===== config.mk =====
export PLATFORM = sky130hd
export DESIGN_NAME = hlct_front_flat
export DESIGN_NICKNAME = d
export VERILOG_FILES = /design/src/sv/hlct_pkg.sv /design/src/sv/hlct_if.sv /design/src/sv/hlct_front.sv /design/src/flat_wrapper.sv
export SDC_FILE = /design/constraint.sdc
export NUM_CORES = 1
export LEC_CHECK = 0
export ABC_CLOCK_PERIOD_IN_PS = 1150
export BUFFER_PORTS_ARGS = -buffer_cell sky130_fd_sc_hd__buf_2
export CAP_MARGIN = 20
export CORE_AREA = 4 4 46 48
export CTS_CLUSTER_DIAMETER = 100
export CTS_CLUSTER_SIZE = 28
export DETAILED_ROUTE_END_ITERATION = 12
export DIE_AREA = 0 0 50 52
export PLACE_DENSITY_LB_ADDON = 0.12
export RECOVER_POWER = 25
export SETUP_SLACK_MARGIN = 0.15
export SYNTH_ARGS = -nofsm -noshare
export SYNTH_HDL_FRONTEND = slang
export SYNTH_SLANG_ARGS = --single-unit

===== constraint.sdc =====
create_clock -name i_clk -period 1.15 [get_ports i_clk]
set_input_delay 0.115 -clock i_clk [delete_from_list [all_inputs] [get_ports i_clk]]
set_output_delay 0.115 -clock i_clk [all_outputs]
set_load 0.02 [all_outputs]

===== src/sv/hlct_pkg.sv =====
package hlct_pkg;
    localparam int AlphabetSize = 26;
    localparam int LetterBits   = 5;
    localparam int CountBits    = 20;
    localparam int SumBits      = 25;
    localparam int ProbBits     = 16;
    localparam int CellBits     = 10;
    localparam int Cells        = AlphabetSize * AlphabetSize;

    localparam logic [CountBits-1:0] CountMax = {CountBits{1'b1}};

    typedef enum logic [1:0] {
        TABLE_EMIT  = 2'd0,
        TABLE_TRANS = 2'd1,
        TABLE_DIST  = 2'd2,
        TABLE_NONE  = 2'd3
    } t_table;

    typedef struct packed {
        logic                  req_type;
        logic [LetterBits-1:0] clean_letter;
        logic [LetterBits-1:0] noisy_letter;
        logic                  word_start;
        logic [1:0]            table_select;
        logic [LetterBits-1:0] row_letter;
        logic [LetterBits-1:0] col_letter;
    } t_req;

    typedef struct packed {
        logic [ProbBits-1:0] probability;
        logic                is_read_result;
        logic                count_saturated;
    } t_rsp;

    // Classified command passed from the front end to the back end.
    typedef struct packed {
        logic                  is_read;
        logic                  train_ok;
        logic                  do_trans;
        logic                  read_ok;
        t_table                tbl;
        logic [LetterBits-1:0] clean;
        logic [LetterBits-1:0] noisy;
        logic [LetterBits-1:0] prev;
        logic [LetterBits-1:0] row;
        logic [LetterBits-1:0] col;
    } t_cmd;

    function automatic logic [CellBits-1:0] cell_addr(
        input logic [LetterBits-1:0] r, input logic [LetterBits-1:0] c);
        logic [CellBits+LetterBits-1:0] p;
        p = (CellBits+LetterBits)'(r) * (CellBits+LetterBits)'(AlphabetSize)
            + (CellBits+LetterBits)'(c);
        return p[CellBits-1:0];
    endfunction
endpackage


===== src/sv/hlct_if.sv =====
interface hlct_req_if;
    import hlct_pkg::*;
    logic valid;
    logic ready;
    t_req data;
    modport source(output valid, output data, input ready);
    modport sink(input valid, input data, output ready);
endinterface



===== src/sv/hlct_front.sv =====
module hlct_front (
    input  logic          i_clk,
    input  logic          i_rst_n,
    hlct_req_if.sink      req,
    output logic          o_push,
    output hlct_pkg::t_cmd o_cmd,
    input  logic          i_full
);
    import hlct_pkg::*;

    logic [LetterBits-1:0] r_prev;
    logic                  r_prev_ok;
    logic                  tr_ok;

    assign req.ready = !i_full;
    assign o_push    = req.valid && !i_full;
    assign tr_ok = (req.data.clean_letter < LetterBits'(AlphabetSize))
                && (req.data.noisy_letter < LetterBits'(AlphabetSize));

    always_comb begin
        o_cmd          = '0;
        o_cmd.is_read  = req.data.req_type;
        o_cmd.train_ok = !req.data.req_type && tr_ok;
        o_cmd.do_trans = !req.data.req_type && tr_ok && !req.data.word_start && r_prev_ok;
        o_cmd.tbl      = t_table'(req.data.table_select);
        o_cmd.clean    = req.data.clean_letter;
        o_cmd.noisy    = req.data.noisy_letter;
        o_cmd.prev     = r_prev;
        o_cmd.row      = req.data.row_letter;
        o_cmd.col      = req.data.col_letter;
        unique case (t_table'(req.data.table_select))
            TABLE_EMIT, TABLE_TRANS: begin
                o_cmd.read_ok = (req.data.row_letter < LetterBits'(AlphabetSize))
                             && (req.data.col_letter < LetterBits'(AlphabetSize));
            end
            TABLE_DIST: o_cmd.read_ok = req.data.col_letter < LetterBits'(AlphabetSize);
            default:    o_cmd.read_ok = 1'b0;
        endcase
    end

    always_ff @(posedge i_clk) begin
        if (!i_rst_n) begin
            r_prev    <= '0;
            r_prev_ok <= 1'b0;
        end else if (o_push && o_cmd.train_ok) begin
            r_prev    <= req.data.clean_letter;
            r_prev_ok <= 1'b1;
        end
    end
endmodule


===== src/flat_wrapper.sv =====
// flat-port wrapper written by rule: the top's interface ports become plain ports
module hlct_front_flat import hlct_pkg::*;
  (i_clk, i_rst_n, o_push, o_cmd, i_full, req_valid, req_data, req_ready);
  hlct_req_if req_i ();
  input  logic i_clk;
  input  logic i_rst_n;
  output logic o_push;
  output hlct_pkg::t_cmd o_cmd;
  input  logic i_full;
  input wire logic [$bits(req_i.valid)-1:0] req_valid;
  input wire logic [$bits(req_i.data)-1:0] req_data;
  output wire logic [$bits(req_i.ready)-1:0] req_ready;
  assign req_i.valid = req_valid;
  assign req_i.data = req_data;
  assign req_ready = req_i.ready;
  hlct_front u_core (.i_clk(i_clk), .i_rst_n(i_rst_n), .req(req_i), .o_push(o_push), .o_cmd(o_cmd), .i_full(i_full));
endmodule

==> impl_metrics.csv <==
group,metric,value,unit
outcome,status,"completed",
routing,num_vias,485,
final_layout,multi_input_comb_area,206.4,sq um
routing,avgRoutedWirePerCell,9.839,um
setup_path,r2r-end,"u_core.r_prev_ok",
grt,met2_usage,15.65,%
grt,grt_pass1_wl,1904,um
grt,top_usage_layer,"met2",
grt,grt_use_met1,10.15,%
floorplanning,die_y,52,um
clock_tree,cts_tree,"yes",
sta,fin_crit,1069,ps
floorplanning,core-area,1708,sq um
synthesis,ys_seq_elements,6,
setup_path,worstSetupStartpointType,"input port",
clock_tree,clk_pin_slew,50,ps
synthesis,mappedNetlistArea,503.0,sq um
floorplanning,initial_utilization,29.45,%
final_layout,fin_nets,123,
setup_path,critPathKind,"in -> out",
synthesis,synth_area_leaders,"buf_4, dfxtp_1, mux2i_1",
synthesis,ys_types,15,
min_path,hold_class,"in -> reg",
synthesis,synth_top_cell_by_area,"buf_4",
clock_tree,clockBufferDepth,2,
sta,whs,127.8,ps
sta,rsz0062_at_grt,"yes",
clock_tree,root_buffer,"clkbuf_4",
final_layout,fillers,194,
setup_path,worstPathRequired,1030,ps
routing,drt_first_pass_iters,2,
setup_path,reg2regPathDepth,1,
routing,ant_nets,0,
grt,overflow,0,
synthesis,synth_nets,88,
synthesis,ys_seq_area_share,23.88,%
sta,setup_tns,0,ps
synthesis,avgSynthCellArea,8.383,sq um
synthesis,syn_inst,60,
run,maxCapViolCount,0,
power,power.density,931.5,nW/um^2
floorplanning,die_area,2600,sq um
min_path,min-delay-start,"req_data[18]",
placed_design,port_buffers,54,
grt,grt_pass1_vias,465,
routing,totalWireLength,1161,um
sta,max_freq,935.0,MHz
sta,slew_violations,0,
clock_tree,clkSinkCount,6,
synthesis,synth_top_area_share,34.33,%
routing,drtIter0Drc,7,
floorplanning,die_width,50,um
sta,clock_skew,0,ps
power,p_leak,0.3583,nW
grt,grt_max_degree,12,
clock_tree,h-tree-depth,1,
grt,grt_antenna_before_repair,0,
setup_path,arrival,950,ps
floorplanning,io_pins,61,
setup_path,crit_path_end_kind,"primary output",
clock_tree,cts_buffers,3,
setup_path,rrSetupSlack,560,ps
sta,maxSlewHeadroom,82.83,%
final_layout,syn2layout_area_growth,33.58,%
final_layout,antennaDiodeCount,0,
routing,via_per_inst,4.110,
setup_path,r2r_start,"u_core.r_prev_ok",
synthesis,ys_warn_count,0,
clock_tree,clkLatencyLatePin,240,ps
floorplanning,placementRows,15,
setup_path,cp_max_fo,2,
clock_tree,ctsHoldBuffers,0,
min_path,worst_hold_path.endpoint,"u_core.r_prev[0]",
grt,grt_use_met3,5.444,%
final_layout,seq_area,120.1,sq um
routing,drc,0,
final_layout,drive_gt1_share,58.06,%
clock_tree,cts_setup_buffers,0,
grt,track_usage,9.642,%
sta,setup_viol,0,
power,peakVddDrop,0.5681,mV
sta,worst_pin_slew,258.6,ps
placed_design,finalWeightedCongestion,0.7209,
min_path,worstHoldPathCells,3,
sta,hold_violations,0,
sta,fin_crit_sh,93.00,%
-- routing by layer --
metal / up-vias / share of wire, %
met5: - / 0
met1: 205 / 40
met2: 33 / 47
met4: 0 / 0
li1: 247 / -
met3: 0 / 13
-- power by group --
| group | switching (W) | total (W) | internal, W |
|---|---|---|---|
| Clock | 0.0000704 | 0.000188 | 0.000118 |
| Combinational | 0.000130 | 0.000219 | 0.0000898 |
| Sequential | 0.00000287 | 0.000218 | 0.000215 |
| Total | 0.000203 | 0.000626 | 0.000423 |
-- registers in the layout, indices dropped and copies added, names as in the netlist --
signal            count
u_core.r_prev_ok      1
u_core.r_prev         5
-- worst max-delay path: stages --
cell,delay (ps)
buf_6,90
o211ai_1,190
nand2b_1,130
nor4b_4,250
buf_4,170
-- worst max path at each step --
stage                            start        end  slack, ps  cells after the start
after detailed placement  req_data[15]  o_cmd[28]         30                      5
after global routing      req_data[14]  o_cmd[28]         10                      5
after floorplan           req_data[15]  o_cmd[28]        230                      3
after global placement    req_data[15]  o_cmd[28]         40                      5
after CTS                 req_data[14]  o_cmd[28]         40                      5
final                     req_data[14]  o_cmd[28]         80                      5
-- through the flow --
| step | power (W) | cells | utilization (%) | cell area (sq um) | worst slack (ps) |
|---|---|---|---|---|---|
| floorplan | 0.0004024 | 60 | - | 518.0 | 226.8 |
| global placement | 0.0004394 | 115 | 37.44 | 639.4 | 41.60 |
| detailed placement | 0.0004412 | 115 | 37.44 | 639.4 | 30.15 |
| CTS | 0.0006377 | 118 | 38.90 | 664.4 | 41.18 |
| global route | 0.0006802 | 118 | 39.34 | 671.9 | 11.84 |
| finish | 0.0006259 | 118 | 39.34 | 671.9 | 80.54 |
-- layout make-up --
class,instances,area share (%)
Inverter,1,0.5587
Timing Repair Buffer,55,42.83
Clock buffer,3,3.352
Tap cell,25,4.655
Sequential cell,6,17.88
Multi-Input combinational cell,28,30.73
-- kinds of logic (layout without fill, tap and decap cells) --
logic type,count (synthesis),in the layout,share of synthesized area (%)
AND/OR/NAND/NOR,16,16,16.67
multiplexers,5,5,9.951
buffers and inverters,26,59,38.06
AO/OA/AOI/OAI,7,7,11.44
flip-flops,6,6,23.88
-- repair_timing --
item                                    CTS  global route
pin swaps                                 1             0
resized for setup                         1             3
endpoints found under the setup margin    1             2
-- cells in the mapped netlist (all sizes together) --
cell type  instances
buf               24
nand2             11
dfxtp              6
mux2i              5
o211ai             4
o211a              2
and4b              1
clkbuf             1
inv                1
nand2b             1
nor2               1
nor2b              1
nor4b              1
o21a               1
-- layout by cell type (no fill, tap or decap) --
| master | instances |
|---|---|
| buf_2 | 44 |
| nor4b_4 | 1 |
| and4b_1 | 1 |
| inv_1 | 1 |
| buf_4 | 3 |
| nor2_1 | 1 |
| dfxtp_1 | 6 |
| buf_6 | 2 |
| nand2_1 | 11 |
| mux2i_1 | 5 |
| o211ai_1 | 4 |
| clkbuf_4 | 3 |
| nor2b_4 | 1 |
| nand2b_1 | 1 |
| o211a_1 | 2 |
| o21a_1 | 1 |
| clkbuf_1 | 6 |
(Power assumes the default switching activity.)
