===== config.mk =====
export PLATFORM = sky130hd
export DESIGN_NAME = hlct_fifo
export DESIGN_NICKNAME = d
export VERILOG_FILES = /design/src/sv/hlct_pkg.sv /design/src/sv/hlct_fifo.sv
export SDC_FILE = /design/constraint.sdc
export NUM_CORES = 1
export LEC_CHECK = 0
export ABC_AREA = 0
export BUFFER_PORTS_ARGS = -buffer_cell sky130_fd_sc_hd__buf_2
export CAP_MARGIN = 20
export CORE_MARGIN = 5
export CORE_UTILIZATION = 40
export DETAILED_ROUTE_END_ITERATION = 16
export GPL_TIMING_DRIVEN = 1
export PLACE_DENSITY = 0.6
export SETUP_SLACK_MARGIN = 0.5
export SLEW_MARGIN = 20
export SYNTH_ARGS = -nofsm -noshare
export SYNTH_HDL_FRONTEND = slang
export SYNTH_SLANG_ARGS = --single-unit

===== constraint.sdc =====
create_clock -name i_clk -period 3.34 [get_ports i_clk]
set_clock_uncertainty 0.15 [all_clocks]
set_input_delay 0.668 -clock i_clk [delete_from_list [all_inputs] [get_ports i_clk]]
set_output_delay 0.668 -clock i_clk [all_outputs]
set_load 0.05 [all_outputs]

===== src/sv/hlct_pkg.sv =====
package hlct_pkg;
    localparam int AlphabetSize = 26;
    localparam int LetterBits   = 5;
    localparam int CountBits    = 20;
    localparam int SumBits      = 25;
    localparam int ProbBits     = 16;
    localparam int CellBits     = 10;
    localparam int Cells        = AlphabetSize * AlphabetSize;

    localparam logic [CountBits-1:0] CountMax = {CountBits{1'b1}};

    typedef enum logic [1:0] {
        TABLE_EMIT  = 2'd0,
        TABLE_TRANS = 2'd1,
        TABLE_DIST  = 2'd2,
        TABLE_NONE  = 2'd3
    } t_table;

    typedef struct packed {
        logic                  req_type;
        logic [LetterBits-1:0] clean_letter;
        logic [LetterBits-1:0] noisy_letter;
        logic                  word_start;
        logic [1:0]            table_select;
        logic [LetterBits-1:0] row_letter;
        logic [LetterBits-1:0] col_letter;
    } t_req;

    typedef struct packed {
        logic [ProbBits-1:0] probability;
        logic                is_read_result;
        logic                count_saturated;
    } t_rsp;

    // Classified command passed from the front end to the back end.
    typedef struct packed {
        logic                  is_read;
        logic                  train_ok;
        logic                  do_trans;
        logic                  read_ok;
        t_table                tbl;
        logic [LetterBits-1:0] clean;
        logic [LetterBits-1:0] noisy;
        logic [LetterBits-1:0] prev;
        logic [LetterBits-1:0] row;
        logic [LetterBits-1:0] col;
    } t_cmd;

    function automatic logic [CellBits-1:0] cell_addr(
        input logic [LetterBits-1:0] r, input logic [LetterBits-1:0] c);
        logic [CellBits+LetterBits-1:0] p;
        p = (CellBits+LetterBits)'(r) * (CellBits+LetterBits)'(AlphabetSize)
            + (CellBits+LetterBits)'(c);
        return p[CellBits-1:0];
    endfunction
endpackage


===== src/sv/hlct_fifo.sv =====
module hlct_fifo (
    input  logic           i_clk,
    input  logic           i_rst_n,
    input  logic           i_push,
    input  hlct_pkg::t_cmd i_cmd,
    output logic           o_full,
    input  logic           i_pop,
    output logic           o_empty,
    output hlct_pkg::t_cmd o_cmd
);
    import hlct_pkg::*;

    t_cmd       r_slot [2];
    logic       r_wp, r_rp;
    logic [1:0] r_cnt;

    assign o_full  = r_cnt == 2'd2;
    assign o_empty = r_cnt == 2'd0;
    assign o_cmd   = r_slot[r_rp];

    always_ff @(posedge i_clk) begin
        if (i_push) begin
            r_slot[r_wp] <= i_cmd;
        end
        if (!i_rst_n) begin
            r_wp  <= 1'b0;
            r_rp  <= 1'b0;
            r_cnt <= 2'd0;
        end else begin
            if (i_push) r_wp <= !r_wp;
            if (i_pop)  r_rp <= !r_rp;
            r_cnt <= r_cnt + 2'(i_push) - 2'(i_pop);
        end
    end
endmodule


==> results of run 1 <==
final timing paths:
check                        to  slack [ns]  depth (start not counted)
setup / recovery      o_cmd[10]        1.01                          3
hold / removal    r_slot[1][24]        0.39                          1
setup reg to reg       r_cnt[1]        1.73                          6
hold reg to reg            r_rp        0.43                          2
worst register-to-register path: stages, from the launching register on:
cell	delay (ns)
dfxtp_1	0.36
inv_1	0.06
ha_1	0.28
inv_1	0.06
ha_1	0.15
xnor3_1	0.39
nor2b_1	0.10
logic make-up (layout without fill, tap and decap cells):
logic type	count (synthesis)	count (layout)
buf+inv	5	88
flops	67	67
xor+xnor	2	2
mux	31	31
simple gates	9	9
compound gates	1	1
fa+ha+maj	2	2
layout by cell type (no fill, tap or decap), types with 2 or more instances in the layout:
cell,n
edfxtp_1,62
clkinv_1,3
clkbuf_8,9
buf_2,67
inv_1,2
nor2b_1,3
clkinv_2,2
mux2_2,31
ha_1,2
buf_4,4
dfxtp_1,5
and2_1,4
through the flow:
stage | hold WS (ns) | util [%]
floorplan | 0.405 | -
global route | 0.369 | 51.2
finish | 0.388 | 51.2
CTS | 0.370 | 51.2
detailed placement | 0.424 | 48.7
global placement | 0.419 | 48.7
power groups by stage:
stage               sequential [mW]  combinational (mW)  clock [mW]
finish                        0.984               0.351       0.515
detailed placement             1.00               0.357           0
floorplan                     0.999               0.270           0
CTS                           0.984               0.358       0.531
global placement              0.999               0.349           0
global route                  0.988               0.371       0.573
flip-flops by register name, summed over array words and instances (netlist names), named ones only:
name / cells
r_wp: 1
r_slot: 62
r_rp: 1
r_cnt: 2
area by class of cell:
class,instances,area [um2],area share [%]
Sequential cell,67,1960,64.3
Multi-Input combinational cell,45,474,15.5
Timing Repair Buffer,71,365,12.0
Clock buffer,10,128,4.18
Tap cell,75,93.8,3.08
Clock inverter,5,21.3,0.697
Inverter,2,7.51,0.246
routing by layer:
layer | global-route usage (%) | vias up
li1 | - | 608
met1 | 13.3 | 596
met5 | 0 | -
met3 | 4.00 | 9
met4 | 6.59 | 0
met2 | 19.6 | 39
==> run_results.csv, run 1 <==
group,metric,value,unit
setup_path,cpPeakStageDelay,0.38,ns
pwr,p_seq_share,53.2,%
sta,max_slew.worst_pin.slew,0.899,ns
cts,clkTransAtPathRegs,0.07,ns
drt,detail_route.wl_per_cell,15.5,um
cts,htreeDepth,3,
run,maxCapViolations,0,
synthesis,async_flop_share,0,%
cts,clock_path_buffers,2,
setup_path,endpoint_kind,"output port",
synthesis,syn_avg_cell_area,21.1,um2
pwr,power.leakage,1.17,nW
cts,cts_buffers,9,
drt,drc_errors,0,
drt,wl_met2,2.17,mm
cells_and_area,fin_cells,275,
synthesis,ys_types,12,
run_status,status,"complete, no violations",
floorplan,dieWidth,88.6,um
min_path,hp-class,"in -> reg",
floorplan,num_rows,28,
synthesis,ys.flop_type,"edfxtp_1",
synthesis,yosysMostFrequentCell,"edfxtp_1",
sta,min_period,2.33,ns
setup_path,cp_max_fo,20,
drt,drtIter0Drc,86,
pwr,p_sw,0.517,mW
sta,hold_viol,0,
drt,vias_per_cell,4.55,
synthesis,synth_top_family_by_area,"multiplexers",
placement,io_buffers,67,
floorplan,start_util,41.5,%
pwr,p_comb_share,19.0,%
cts,cts_resized,0,
drt,route.met3.wl,317,um
drt,ant_nets,0,
floorplan,num_io_pins,68,
floorplan,dieArea,7850,um2
synthesis,synth_area_leaders,"edfxtp_1, mux2_2, dfxtp_1, buf_6, and2_1",
synthesis,synth_nets,154,
pwr,power.ir.vdd_worst,0.000370,V
synthesis,ys_seq_area_share,79.4,%
setup_path,path_class,"reg -> out",
synthesis,synth-simple-area-share,2.18,%
setup_path,cp_cell_sequence,"buf_4 > mux2_2 > buf_2",
pwr,internal_power,1.33,mW
synthesis,synth-edff-count,62,
cells_and_area,diodes,0,
synthesis,synth_area,2470,um2
placement,routabilityCongestion,0.715,
placement,pre_cts_ws,1.21,ns
cts,clock_sink_count,67,
sta,relSlewSlack,39.9,%
global_route,antenna_found_initial,0,
drt,routed_wl,4.26,mm
global_route,track_usage,11.8,%
setup_path,critPathBufInv,2,
cells_and_area,fillerInstances,533,
drt,drt-met1-wl,1.70,mm
placement,dp_cells,260,
setup_path,required,2.52,ns
pwr,power_density,606,nW/um2
cts,cts-root-buf,"clkbuf_8",
synthesis,synth_top_area_cell,"edfxtp_1",
floorplan,die_y,88.6,um
synthesis,synth_seq_cells,67,
sta,max_freq,429,MHz
setup_path,worstPathArrival,1.51,ns
drt,vias,1252,
global_route,grt_pass1_vias,1450,
cts,clock_latency,0.32,ns
placement,dpl.hpwl,3.10,mm
synthesis,yosys_warnings,0,
synthesis,postSynthCellCount,117,
drt,drtPass1Iterations,4,
cts,hold_buffers,0,
global_route,grt_pass1_wl,6.69,mm
synthesis,yosys.area.top_type_share,75.4,%
sta,rsz0062_at_grt,"false",
cells_and_area,final_layout_size_suffix_gt1_share,57.0,%
global_route,gr-total-overflow,0,
synthesis,synth-xor-area-share,1.27,%
synthesis,yosys-top-cells-count,"edfxtp_1, mux2_2, dfxtp_1",
cells_and_area,area_growth_syn_to_layout,23.6,%
pwr,p_clk_share,27.8,%
placement,place_area,2900,um2
global_route,grt_max_degree,33,
min_path,hp-start,"i_cmd[24]",
sta,min_period_over_period,69.8,%
drt,top_layer_used,"met4",
cells_and_area,finalNetCount,233,
cts,postCtsSetupBuffers,0,
pwr,p_total,1.85,mW
setup_path,start_kind,"flop",
sta,setup_tns,0,ns
synthesis,synth_compound_area_share,0.304,%
cts,cts_tree,"yes",
floorplan,fp.coreArea,5960,um2
pwr,switching_share,28.0,%
sta,finalSetupViolCount,0,
sta,slew_viol_final,0,
synthesis,synth_mux_area_share,14.1,%
setup_path,r2r_start,"r_cnt[0]",
synthesis,synthAdderAreaFrac,1.01,%
sta,layout_setup_ws,1.01,ns
setup_path,cp_top_family,"buffers and inverters",
setup_path,slowest_stage,"mux2_2",
cells_and_area,stdcell_area,3050,um2
Note: power is estimated with default switching activity, not from simulation.
==> inputs of run 2 (changes only) <==
Clock period 3.34 ns to 2.2 ns, I/O delays scaled along.
==> run_results.csv, run 2 (synthesis results as in run 1) <==
group,metric,value,unit
run_status,status,"complete, no violations",
sta,relSlewSlack,70.8,%
setup_path,cpPeakStageDelay,0.42,ns
cells_and_area,largest_reg_flops,62,
cts,clkTransAtPathRegs,0.07,ns
pwr,p_total,3.39,mW
drt,drtPass1Iterations,4,
pwr,power_density,953,nW/um2
sta,rsz0062_at_grt,"true",
drt,vias_per_cell,4.63,
global_route,grt_pass1_vias,1432,
cts,cts-root-buf,"clkbuf_8",
setup_path,cp_cell_sequence,"buf_12 > mux2_2 > buf_6",
drt,ant_nets,0,
cts,htreeDepth,3,
setup_path,endpoint_kind,"output port",
cts,hold_buffers,0,
floorplan,die_y,88.6,um
cts,cts_tree,"yes",
setup_path,critPathBufInv,2,
sta,min_period,2.00,ns
global_route,grt_max_degree,33,
cells_and_area,fillerInstances,463,
sta,setup_tns,0,ns
cells_and_area,reg_top3,"r_slot (62), r_cnt (2)",
cells_and_area,stdcell_area,3550,um2
setup_path,cp_top_family,"flip-flops",
cells_and_area,finalNetCount,235,
drt,detail_route.wl_per_cell,16.9,um
drt,vias,1287,
sta,finalSetupViolCount,0,
sta,max_slew.worst_pin.slew,0.437,ns
placement,place_area,2930,um2
sta,hold_slack,0.150,ns
sta,max_freq,499,MHz
placement,pre_cts_ws,0.454,ns
cells_and_area,final_layout_size_suffix_gt1_share,60.1,%
setup_path,start_kind,"flop",
drt,drc_errors,0,
cells_and_area,diodes,0,
setup_path,required,1.61,ns
sta,min_period_over_period,91.1,%
sta,hold_viol,0,
floorplan,dieArea,7850,um2
drt,drtIter0Drc,40,
cts,postCtsSetupBuffers,0,
setup_path,reg2reg_slack,0.62,ns
global_route,track_usage,12.6,%
setup_path,path_class,"reg -> out",
sta,layout_setup_ws,0.197,ns
setup_path,slowest_stage,"dfxtp_4",
cells_and_area,multi_input_area,542,um2
pwr,power.leakage,1.40,nW
placement,routabilityCongestion,0.703,
cts,clock_latency,0.32,ns
global_route,grt_pass1_wl,7.03,mm
setup_path,cp_max_fo,7,
cells_and_area,layout_commonest_cell,"edfxtp_1",
sta,slew_viol_final,0,
cts,cts_buffers,9,
pwr,power.ir.vdd_worst,0.000567,V
cells_and_area,final-seq-area,1970,um2
floorplan,fp.coreArea,5960,um2
placement,dp_cells,260,
cts,clock_sink_count,67,
placement,io_buffers,67,
floorplan,num_io_pins,68,
cells_and_area,post-route-util,59.7,%
min_path,hp-class,"in -> reg",
run,maxCapViolations,0,
global_route,gr-total-overflow,0,
cells_and_area,regMostFlops,"r_slot",
cells_and_area,final_cell_mix,"edfxtp_1, buf_2, buf_8",
drt,routed_wl,4.69,mm
floorplan,num_rows,28,
placement,dpl.hpwl,2.98,mm
floorplan,dieWidth,88.6,um
cells_and_area,area_growth_syn_to_layout,43.9,%
global_route,antenna_found_initial,0,
setup_path,worstPathArrival,1.41,ns
cells_and_area,fin_cells,278,
floorplan,start_util,41.5,%
cts,clock_path_buffers,2,
==> run 2: power by group <==
part	internal (mW)	total (mW)	switching, mW
combinational	0.313	0.712	0.399
clock	0.746	1.18	0.430
sequential	1.47	1.50	0.0292
total	2.53	3.39	0.858
==> run 2: worst paths after layout <==
check	from	cells past startpoint	to
worst min-delay path	i_cmd[16]	1	r_slot[0][16]
worst max register to register	r_cnt[0]	6	r_cnt[1]
worst min register to register	r_rp	2	flop
worst max-delay path	flop	3	o_cmd[8]
==> run 2: cell type report <==
class                           count  share of cell area (%)
Timing Repair Buffer               73                    20.1
Inverter                            2                   0.211
Clock inverter                      6                    2.92
Tap cell                           75                    2.64
Sequential cell                    67                    55.3
Multi-Input combinational cell     45                    15.2
Clock buffer                       10                    3.59
==> run 2: routing by layer <==
layer | track usage [%] | part of all wire (%)
met5 | 0 | 0
met4 | 7.01 | 1.5
met2 | 20.9 | 54
met3 | 4.28 | 6.3
met1 | 14.2 | 38
==> run 2: timing repair <==
| action | CTS | global route |
|---|---|---|
| setup endpoints to repair | 32 | 32 |
| gates cloned | 1 | 1 |
| pin swaps | 0 | 0 |
| resized for setup | 63 | 41 |
